<file path="config.mk">
export PLATFORM = sky130hd
export DESIGN_NAME = qph_mod_unit
export DESIGN_NICKNAME = d
export VERILOG_FILES = /design/src/design/qph_pkg.sv /design/src/design/qph_mod_unit.sv
export SDC_FILE = /design/constraint.sdc
export NUM_CORES = 1
export LEC_CHECK = 0
export BUFFER_PORTS_ARGS = -buffer_cell sky130_fd_sc_hd__buf_2
export CAP_MARGIN = 20
export CORE_MARGIN = 4
export CORE_UTILIZATION = 60
export DETAILED_ROUTE_END_ITERATION = 8
export PLACE_DENSITY_LB_ADDON = 0.08
export SYNTH_ARGS = -nofsm -noshare
export SYNTH_HDL_FRONTEND = slang
export SYNTH_SLANG_ARGS = --single-unit
</file>
<file path="constraint.sdc">
create_clock -name clk -period 5.6 [get_ports clk]
set_input_delay 1.12 -clock clk [delete_from_list [all_inputs] [get_ports clk]]
set_output_delay 1.12 -clock clk [all_outputs]
set_load 0.02 [all_outputs]
</file>
<file path="src/design/qph_pkg.sv">
// Package for the quadratic probe hash table: field widths, operation and
// status codes, register map, sequencer states and a small constant-modulo helper.
// Used by qph_mod_unit and quadratic_probe_hash_table_top; depends on nothing.
package qph_pkg;

    // Fixed widths of the configuration register, the result fields, the mode field and the APB port.
    localparam int CFG_W    = 15;
    localparam int SLOT_W   = 14;
    localparam int COUNT_W  = 15;
    localparam int FVAL_W   = 32;
    localparam int STATUS_W = 3;
    localparam int MODE_W   = 2;
    localparam int PDATA_W  = 32;
    localparam int PADDR_W  = 3;

    // Register map: one register, index taken from paddr[2].
    localparam logic [0:0]       REG_TABLE_SIZE   = 1'b0;
    localparam logic [CFG_W-1:0] TABLE_SIZE_RESET = 15'd16384;

    // Operation codes of the mode field.
    localparam logic [MODE_W-1:0] MODE_INSERT = 2'd0;
    localparam logic [MODE_W-1:0] MODE_SEARCH = 2'd1;
    localparam logic [MODE_W-1:0] MODE_CLEAR  = 2'd2;

    // Status codes of a result word.
    localparam logic [STATUS_W-1:0] STATUS_INSERTED = 3'd0;
    localparam logic [STATUS_W-1:0] STATUS_UPDATED  = 3'd1;
    localparam logic [STATUS_W-1:0] STATUS_FULL     = 3'd2;
    localparam logic [STATUS_W-1:0] STATUS_FOUND    = 3'd3;
    localparam logic [STATUS_W-1:0] STATUS_MISSING  = 3'd4;
    localparam logic [STATUS_W-1:0] STATUS_CLEARED  = 3'd5;

    // Probe step constants: slot(i+1) - slot(i) = 4*i + 5.
    localparam logic [2:0] STEP_FIRST = 3'd5;
    localparam logic [2:0] STEP_GROW  = 3'd4;

    // Sequencer states of the top level.
    typedef enum logic [2:0] {
        ST_CLEAR,
        ST_IDLE,
        ST_MOD,
        ST_READ,
        ST_CHECK,
        ST_DONE
    } qph_state_t;

    // Reduce a small constant (at most 5) modulo a nonzero table size.
    function automatic logic [CFG_W-1:0] const_mod(input logic [2:0] c,
                                                   input logic [CFG_W-1:0] s);
        logic [CFG_W-1:0] r;
        r = CFG_W'(c);
        for (int k = 0; k < 5; k++) begin
            if (r >= s) begin
                r = r - s;
            end
        end
        return r;
    endfunction

endpackage

</file>
<file path="src/design/qph_mod_unit.sv">
// Iterative modulo unit: reduces a key by the table size, one key bit a cycle.
// Depends on qph_pkg for the divisor width.
module qph_mod_unit #(
    parameter int KEY_BITS = 24
) (
    input  logic                      clk,
    input  logic                      rst_n,
    input  logic                      start,
    input  logic [KEY_BITS-1:0]       dividend,
    input  logic [qph_pkg::CFG_W-1:0] divisor,
    output logic                      done,
    output logic [qph_pkg::CFG_W-1:0] remainder
);

    localparam int CW    = qph_pkg::CFG_W;
    localparam int CNT_W = $clog2(KEY_BITS + 1);

    logic                busy_reg, busy_next;
    logic                done_reg, done_next;
    logic [CNT_W-1:0]    cnt_reg, cnt_next;
    logic [KEY_BITS-1:0] quo_reg, quo_next;
    logic [CW-1:0]       dsr_reg, dsr_next;
    logic [CW-1:0]       rem_reg, rem_next;

    logic [CW:0] trial;
    logic [CW:0] trial_sub;

    // One restoring step: shift in the next key bit, subtract when it fits.
    assign trial     = {rem_reg, quo_reg[KEY_BITS-1]};
    assign trial_sub = trial - {1'b0, dsr_reg};

    always_comb
    begin
        busy_next = busy_reg;
        done_next = 1'b0;
        cnt_next  = cnt_reg;
        quo_next  = quo_reg;
        dsr_next  = dsr_reg;
        rem_next  = rem_reg;
        if (start)
        begin
            busy_next = 1'b1;
            cnt_next  = CNT_W'(KEY_BITS);
            quo_next  = dividend;
            dsr_next  = divisor;
            rem_next  = '0;
        end
        else if (busy_reg)
        begin
            quo_next = quo_reg << 1;
            if (trial >= {1'b0, dsr_reg})
            begin
                rem_next = trial_sub[CW-1:0];
            end
            else
            begin
                rem_next = trial[CW-1:0];
            end
            cnt_next = cnt_reg - CNT_W'(1);
            if (cnt_reg == CNT_W'(1))
            begin
                busy_next = 1'b0;
                done_next = 1'b1;
            end
        end
    end

    // Control state.
    always_ff @(posedge clk or negedge rst_n)
    begin
        if (!rst_n)
        begin
            busy_reg <= 1'b0;
            done_reg <= 1'b0;
            cnt_reg  <= '0;
        end
        else
        begin
            busy_reg <= busy_next;
            done_reg <= done_next;
            cnt_reg  <= cnt_next;
        end
    end

    // Datapath registers.
    always_ff @(posedge clk)
    begin
        quo_reg <= quo_next;
        dsr_reg <= dsr_next;
        rem_reg <= rem_next;
    end

    assign done      = done_reg;
    assign remainder = rem_reg;

endmodule
</file>
* Word level (Yosys, flattened, before mapping)
Index checks and enable logic that the tools add are counted.
** Cells by class
- Mux-type cells :: 11
- Add/sub/neg operators :: 2
- Reductions and logical operators :: 1
- Eq/ne operators :: 1
- Magnitude comparators :: 1
** Operators with widths (count)
- 2-to-1 mux 24 bit :: 2
- greater-or-equal comparator 16 x 15 -> 1 bit :: 1
- 2-to-1 mux 15 bit :: 1
- subtractor 15 bit :: 1
- 2-to-1 mux 5 bit :: 2
- 2-to-1 mux 1 bit :: 6
- == test 5 x 1 -> 1 bit, second input constant :: 1
- subtractor 5 x 1 -> 5 bit, second input constant :: 1
- nonzero test 2 bit :: 1
** Word-level totals
- Register bits :: 61
- Logic and storage cells :: 22

* Longest topological paths before layout
Gate-level depths: netlist of the first run.
- Depth after elaboration :: 4
- Depth in mapped cells :: 10
- Mapped depth without buffers :: 9

* Worst setup path before layout of the first run
Ideal clock, no wire load.
- Kind :: in2reg
- Start point :: in start
- End point :: reg quo_reg[0], enable pin
- Slack :: 3.082 ns
- Required time :: 5.242 ns
- Buffers on the path :: 2
- Data arrival time :: 2.160 ns
- Stages on the path :: 3
- Cells stage by stage :: buf_1 > clkbuf_1 > or2_2
** Between the ends
- Longest elaborated chain between the ends :: 1
** RTL lines
- from (decl) :: line qph_mod_unit.sv:8 : input logic start,
- nonzero test 2 bit (no source line)
- to (signal assigned) :: line qph_mod_unit.sv:88 : quo_reg <= quo_next;
- to (decl) :: line qph_mod_unit.sv:21 : logic [KEY_BITS-1:0] quo_reg, quo_next;
No other way between the ends.
A chain may end at the register's enable or synchronous reset.

* Worst setup path after layout of the first run
- Start point :: reg quo_reg[23]
- End point :: reg rem_reg[0] (netlist: remainder[0])
** Between the ends
- Longest elaborated chain between the ends :: 2
** RTL lines
- subtractor 15 bit or greater-or-equal comparator 16 x 15 -> 1 bit (tied branches) :: line qph_mod_unit.sv:30, qph_mod_unit.sv:51
- 2-to-1 mux 15 bit (*) :: line qph_mod_unit.sv:51 : if (trial >= {1'b0, dsr_reg})
- to (signal assigned) :: line qph_mod_unit.sv:90 : rem_reg <= rem_next;
- to (decl) :: line qph_mod_unit.sv:23 : logic [CW-1:0] rem_reg, rem_next;
Mark *: on every way between the ends. The rest lies on a longest branch, timed or not.

==> results of run 1 <==
[layout by cell type (no fill, tap or decap), types with 3 or more instances in the layout]
master | netlist | routed
a211oi_1 | 9 | 9
a21o_1 | 5 | 5
a21oi_1 | 10 | 10
a21oi_2 | 4 | 4
a311oi_1 | 4 | 4
and3_1 | 3 | 3
buf_2 | 2 | 57
clkbuf_8 | 0 | 9
dfrtp_1 | 7 | 7
dfxtp_1 | 15 | 15
edfxtp_1 | 39 | 39
ha_1 | 17 | 17
inv_1 | 22 | 22
mux2_2 | 24 | 24
mux2i_1 | 6 | 6
nand2_1 | 18 | 18
nand2b_1 | 8 | 8
nand3_1 | 10 | 10
nor2_1 | 25 | 25
nor2b_1 | 3 | 3
nor3_1 | 3 | 3
o211ai_1 | 3 | 3
o21a_1 | 3 | 3
o21ai_0 | 8 | 8
xnor2_1 | 7 | 7
xor2_1 | 3 | 3
[critical path, stage by stage, from the launching register on]
cell	delay [ps]
edfxtp_1	350
inv_1	80
ha_1	190
fa_1	220
nor2b_1	70
o2111ai_1	310
nand3_1	200
a21oi_2	470
mux2_4	350
a211oi_2	210
[worst paths after layout]
check,from,endpoint,slack (ps),cells after the start
hold / removal,remainder[14],remainder[14],520,2
min in group asynchronous,rst_n,cnt_reg[0],600,1
max in group asynchronous,rst_n,cnt_reg[2],4850,1
setup reg to reg,quo_reg[23],remainder[0],3070,9
hold reg to reg,remainder[14],remainder[14],520,2
setup / recovery,quo_reg[23],remainder[0],3070,9
[logic make-up after synthesis]
logic type	count (synthesis)
xor gates and xnor gates	10
and+or+nand+nor	88
muxes	31
adders and majority gates	18
DFF	61
AOI/OAI and AO/OA	64
buffers and inverters	35
[per-layer routing]
metal | GRT usage, % | share of wire [%]
met5 | 0 | 0
met4 | 6.98 | 1.9
met3 | 8.23 | 6.6
met2 | 35.5 | 49
met1 | 25.1 | 42
[stage by stage]
stage | area (um^2) | hold slack (ps) | setup slack, ps | utilization [%]
floorplan | 3380 | 485 | 3080 | -
global placement | 3700 | 496 | 2870 | 67.6
detailed placement | 3700 | 514 | 2820 | 67.6
CTS | 3920 | 522 | 3060 | 71.6
global route | 3920 | 539 | 2870 | 71.6
finish | 3920 | 519 | 3070 | 71.6
[area by class of cell]
cell class              instances  area (um^2)
well taps                      72         90.1
inverters                      22         82.6
multi-input cells             211         1580
flip-flops and latches         61         1650
fillers                       419         1560
clock buffers                  10          128
clock inverters                 6         87.6
repair buffers                 59          300
[power by group]
| part | switching, W | internal (W) | leakage (nW) | total (W) |
|---|---|---|---|---|
| combinational | 0.000408 | 0.000292 | 0.973 | 0.000701 |
| sequential | 0.0000583 | 0.000556 | 0.605 | 0.000615 |
| clock | 0.000178 | 0.000250 | 0.100 | 0.000428 |
| total | 0.000645 | 0.00110 | 1.68 | 0.00174 |
==> impl_metrics.json, run 1 <==
{
  "outcome": "complete, no violations",
  "drv_cap": 0,
  "synthSimpleGateAreaFrac_pct": 13.3,
  "clockBufferDepth": 2,
  "fin_crit_ps": 2530,
  "fin_worst_skew_ps": 6.82,
  "slew_violations": 0,
  "fin_tns_setup_ps": 0,
  "cts_tree": "yes",
  "diodes": 0,
  "clk_latency_ps": 340,
  "start_util_pct": 61.8,
  "fin_crit_sh_pct": 45.2,
  "die-area_mm2": 0.00690,
  "grt_max_degree": 39,
  "synthArstFlopShare_pct": 11.5,
  "start_kind": "flip-flop",
  "slew_headroom_pct": 58.9,
  "clock-root-buffer": "clkbuf_8",
  "port_buffers": 57,
  "cts.sinks": 61,
  "crit_type": "flip-flop to flip-flop",
  "drive_gt1_share_pct": 29.5,
  "p_leak_nw": 1.68,
  "synth_top_area_share_pct": 34.6,
  "synthXorXnorAreaFrac_pct": 2.59,
  "synth_area_mm2": 0.00338,
  "dp.cells": 425,
  "rows": 27,
  "area_delta_synth_final_pct": 15.8,
  "routed_wl_um": 6980,
  "yosys.cell_types.count": 57,
  "post_synth_mux_area_share_pct": 10.2,
  "cts.clk_slew.worst_paths_ps": 70,
  "fmax_ghz": 0.395,
  "largest_register_ffs": 24,
  "core_mm2": 0.00547,
  "antenna_found_initial": 0,
  "fp.dieH_um": 83.1,
  "rsz0062_at_grt": "no",
  "num-nets-final": 424,
  "setup_violations": 0,
  "worstMarginPinSlew_ps": 617,
  "syn_nets": 367,
  "synth-edff-count": 39,
  "peakVddDrop_mv": 0.294,
  "antenna_left": 0,
  "total_power_w": 0.00174,
  "drt_pass1_iterations": 4,
  "cts_hold_buf": 0,
  "power_density_mw_per_mm2": 445,
  "overflow": 0,
  "die_x_um": 83.1,
  "place_congestion": 0.911,
  "post-route-drc-count": 0,
  "grt_pass1_wl_um": 11800,
  "synth_compound_area_share_pct": 13.8,
  "cts-resized-gates": 0,
  "fin_cells": 441,
  "wl_per_cell_um": 15.8,
  "required_ps": 5870,
  "synthCells": 307,
  "synthFlopType": "edfxtp_1",
  "syn_avg_cell_area_um2": 11.0,
  "hold_viol_final": 0,
  "holdCritPathClass": "flip-flop to flip-flop",
  "ys_seq_area_share_pct": 48.7,
  "cts_setup_buffers": 0,
  "yosys-top-cells-count": "edfxtp_1 (39), nor2_1 (25), mux2_2 (24)",
  "synth_area_leaders": "edfxtp_1 (35%), dfxtp_1 (8.9%), mux2_2 (8.0%)",
  "end_kind": "flip-flop",
  "yosys_warnings": 0,
  "arrival_ps": 2800,
  "synth_top_family_by_area": "compound AO/OA/AOI/OAI gates",
  "cts_max_level": 3,
  "grt.total_usage_pct": 21.3,
  "synthAdderAreaFrac_pct": 6.88,
  "drt-initial-drc-count": 118,
  "synth-seq-cells": 61,
  "via_per_inst": 5.74,
  "num_vias": 2530,
  "place_hpwl_um": 4930,
  "ios": 58,
  "cts_buffers": 9,
  "synth_largest_area_cell": "edfxtp_1",
  "path_max_fanout": 9,
  "synth_most_common_cell": "edfxtp_1",
  "first_global_vias": 2530
}
No activity file was read; power rests on OpenSTA's default activity.
==> inputs of run 2 (changes only) <==
--- a/config.mk
+++ b/config.mk
@@ -5,10 +5,11 @@
 export SDC_FILE = /design/constraint.sdc
 export NUM_CORES = 1
 export LEC_CHECK = 0
+export ABC_AREA = 1
 export BUFFER_PORTS_ARGS = -buffer_cell sky130_fd_sc_hd__buf_2
 export CAP_MARGIN = 20
 export CORE_MARGIN = 4
-export CORE_UTILIZATION = 60
+export CORE_UTILIZATION = 51
 export DETAILED_ROUTE_END_ITERATION = 8
 export PLACE_DENSITY_LB_ADDON = 0.08
 export SYNTH_ARGS = -nofsm -noshare
==> constraint.sdc (replaced) <==
create_clock -name clk -period 2.2 [get_ports clk]
set_input_delay 0.44 -clock clk [delete_from_list [all_inputs] [get_ports clk]]
set_output_delay 0.44 -clock clk [all_outputs]
set_load 0.02 [all_outputs]
==> run 2 against run 1 <==
- sequential cell count unchanged
- first-iteration DRC count rose by 15%
- synthesized area increased by 5.7%
- via count grew 13%
- clock power grew 130%
- critical path type unchanged
==> impl_metrics.json, run 2 <==
{
  "outcome": "complete, no violations",
  "drv_cap": 0,
  "cts_max_level": 3,
  "cts.sinks": 61,
  "synthArstFlopShare_pct": 11.5,
  "slew_headroom_pct": 73.4,
  "fin_crit_sh_pct": 92.4,
  "dp_slack_ps": 188,
  "syn_avg_cell_area_um2": 7.87,
  "fp.dieH_um": 91.7,
  "synth-seq-cells": 61,
  "syn_nets": 514,
  "port_buffers": 57,
  "drive_gt1_share_pct": 19.1,
  "synth_top_area_share_pct": 32.8,
  "end_kind": "flip-flop",
  "cts-resized-gates": 0,
  "fin_crit_ps": 2030,
  "yosys.cell_types.count": 36,
  "fin_worst_skew_ps": 13.6,
  "arrival_ps": 2250,
  "required_ps": 2420,
  "yosys_warnings": 0,
  "slowest_stage": "fa_1",
  "area_delta_synth_final_pct": 16.3,
  "setup_violations": 0,
  "start_kind": "flip-flop",
  "synthFlopType": "edfxtp_1",
  "slowest_delay_ps": 400,
  "peakVddDrop_mv": 0.411,
  "synth-edff-count": 39,
  "antenna_left": 0,
  "drt_pass1_iterations": 4,
  "routed_wl_um": 7210,
  "first_global_vias": 2887,
  "synth_most_common_cell": "nand2_1",
  "die_x_um": 91.7,
  "cts.clk_slew.worst_paths_ps": 80,
  "fmax_ghz": 0.492,
  "num_vias": 2869,
  "synth_area_mm2": 0.00357,
  "clockBufferDepth": 2,
  "ys_seq_area_share_pct": 46.1,
  "ios": 58,
  "path_max_fanout": 15,
  "clock-root-buffer": "clkbuf_8",
  "cts_setup_buffers": 0,
  "grt_pass1_wl_um": 12800,
  "slew_violations": 0,
  "rsz0062_at_grt": "no",
  "crit_type": "flip-flop to flip-flop",
  "worstMarginPinSlew_ps": 398,
  "cp_cell_sequence": "ha_1, fa_1, inv_1, nand2_1, nand2_1, nand3_2, nand3_2, nand2_4, nand2_4, nand2_1, nand3_1, o21ai_1",
  "fin_tns_setup_ps": 0,
  "grt.total_usage_pct": 18.9,
  "setup_slack_ps": 167,
  "overflow": 0,
  "hold_viol_final": 0,
  "grt_max_degree": 35,
  "synthCells": 454,
  "final_common_cell": "nand2_1",
  "core_mm2": 0.00679,
  "rows": 30,
  "layout_common_cells": "nand2_1 (182), inv_1 (67), buf_2 (57)",
  "place_congestion": 0.948,
  "power_density_mw_per_mm2": 1150,
  "cp_common_cell": "nand2_1",
  "start_util_pct": 52.6,
  "synth_area_leaders": "edfxtp_1 (33%), nand2_1 (19%), dfxtp_1 (8.4%)",
  "via_per_inst": 4.63,
  "largest_register_ffs": 24,
  "cts_tree": "yes",
  "diodes": 0,
  "synth_largest_area_cell": "edfxtp_1",
  "cts_buffers": 9,
  "fillCellCount": 618,
  "place_hpwl_um": 5330,
  "drt-initial-drc-count": 136,
  "p_leak_nw": 2.23,
  "multi_input_area_mm2": 0.00157,
  "post-route-drc-count": 0,
  "yosys-top-cells-count": "nand2_1 (182), inv_1 (67), edfxtp_1 (39)",
  "num-nets-final": 579,
  "clk_latency_ps": 340,
  "die-area_mm2": 0.00841,
  "holdCritPathClass": "input pin to flip-flop",
  "wl_per_cell_um": 11.6,
  "regArea_mm2": 0.00165,
  "antenna_found_initial": 0
}
[run 2: per-layer routing]
| metal | part of all wire (%) | vias to the layer above | wire, um | global-route usage, % |
|---|---|---|---|---|
| met5 | 0 | - | 0 | 0 |
| met4 | 2.0 | 0 | 145 | 8.66 |
| met3 | 6.3 | 12 | 452 | 3.86 |
| met2 | 45 | 55 | 3240 | 30.2 |
| met1 | 47 | 1249 | 3370 | 24.8 |
| li1 | - | 1553 | - | - |
[run 2: layout make-up]
| type | instances | share of cell area (%) |
|---|---|---|
| clock buffers | 10 | 3.07 |
| multi-input cells | 306 | 37.7 |
| well taps | 96 | 2.89 |
| repair buffers | 64 | 8.20 |
| inverters | 77 | 6.96 |
| flip-flops and latches | 61 | 39.7 |
| clock inverters | 6 | 1.54 |
[run 2: worst max-delay path, delay by kind of cell, from the launching register on]
| family | cells | cell delay (ps) |
|---|---|---|
| AND/OR/NAND/NOR | 8 | 780 |
| adder cells (fa/ha/maj) | 2 | 620 |
| flip-flops | 1 | 370 |
| AO/OA/AOI/OAI | 1 | 70 |
| buffers and inverters | 1 | 70 |
[run 2: cells by family (layout without fill, tap and decap cells)]
| logic type | after synthesis | after routing | share of synthesized area [%] |
|---|---|---|---|
| xor gates and xnor gates | 6 | 6 | 1.47 |
| DFF | 61 | 61 | 46.1 |
| AOI/OAI and AO/OA | 21 | 21 | 3.47 |
| and+or+nand+nor | 261 | 261 | 32.4 |
| buffers and inverters | 87 | 157 | 10.1 |
| adders and majority gates | 18 | 18 | 6.51 |
[run 2: path summary, 6_finish.rpt]
| check | startpoint | to | slack (ps) | depth (start not counted) |
|---|---|---|---|---|
| max | dsr_reg[0] | remainder[0] | 170 | 12 |
| min reg2reg | remainder[7] | remainder[7] | 480 | 2 |
| min | divisor[13] | dsr_reg[13] | 270 | 1 |
| max reg2reg | dsr_reg[0] | remainder[0] | 170 | 12 |
| max in group asynchronous | rst_n | cnt_reg[1] | 1580 | 2 |
| min in group asynchronous | rst_n | cnt_reg[2] | 460 | 2 |
[run 2: report_power, final]
part,internal (W),switching (W),leakage (nW)
clock,0.000521,0.000461,0.0923
combinational,0.000817,0.00142,1.53
sequential,0.00143,0.000140,0.616
[run 2: timing repair]
item	in CTS	in global routing
setup endpoints to repair	0	0
hold buffers	1	0
hold endpoints to repair	7	0
[run 2: through the flow]
step                      std cells  total power (W)  hold slack (ps)  utilization [%]  instance area (um^2)
after global routing            620          0.00522              259             61.1                  4150
after CTS                       620          0.00484              254             61.1                  4150
after floorplan                 454          0.00340              144                -                  3570
final                           620          0.00479              269             61.1                  4150
after global placement          603          0.00382              281             58.2                  3950
after detailed placement        603          0.00384              280             58.2                  3950
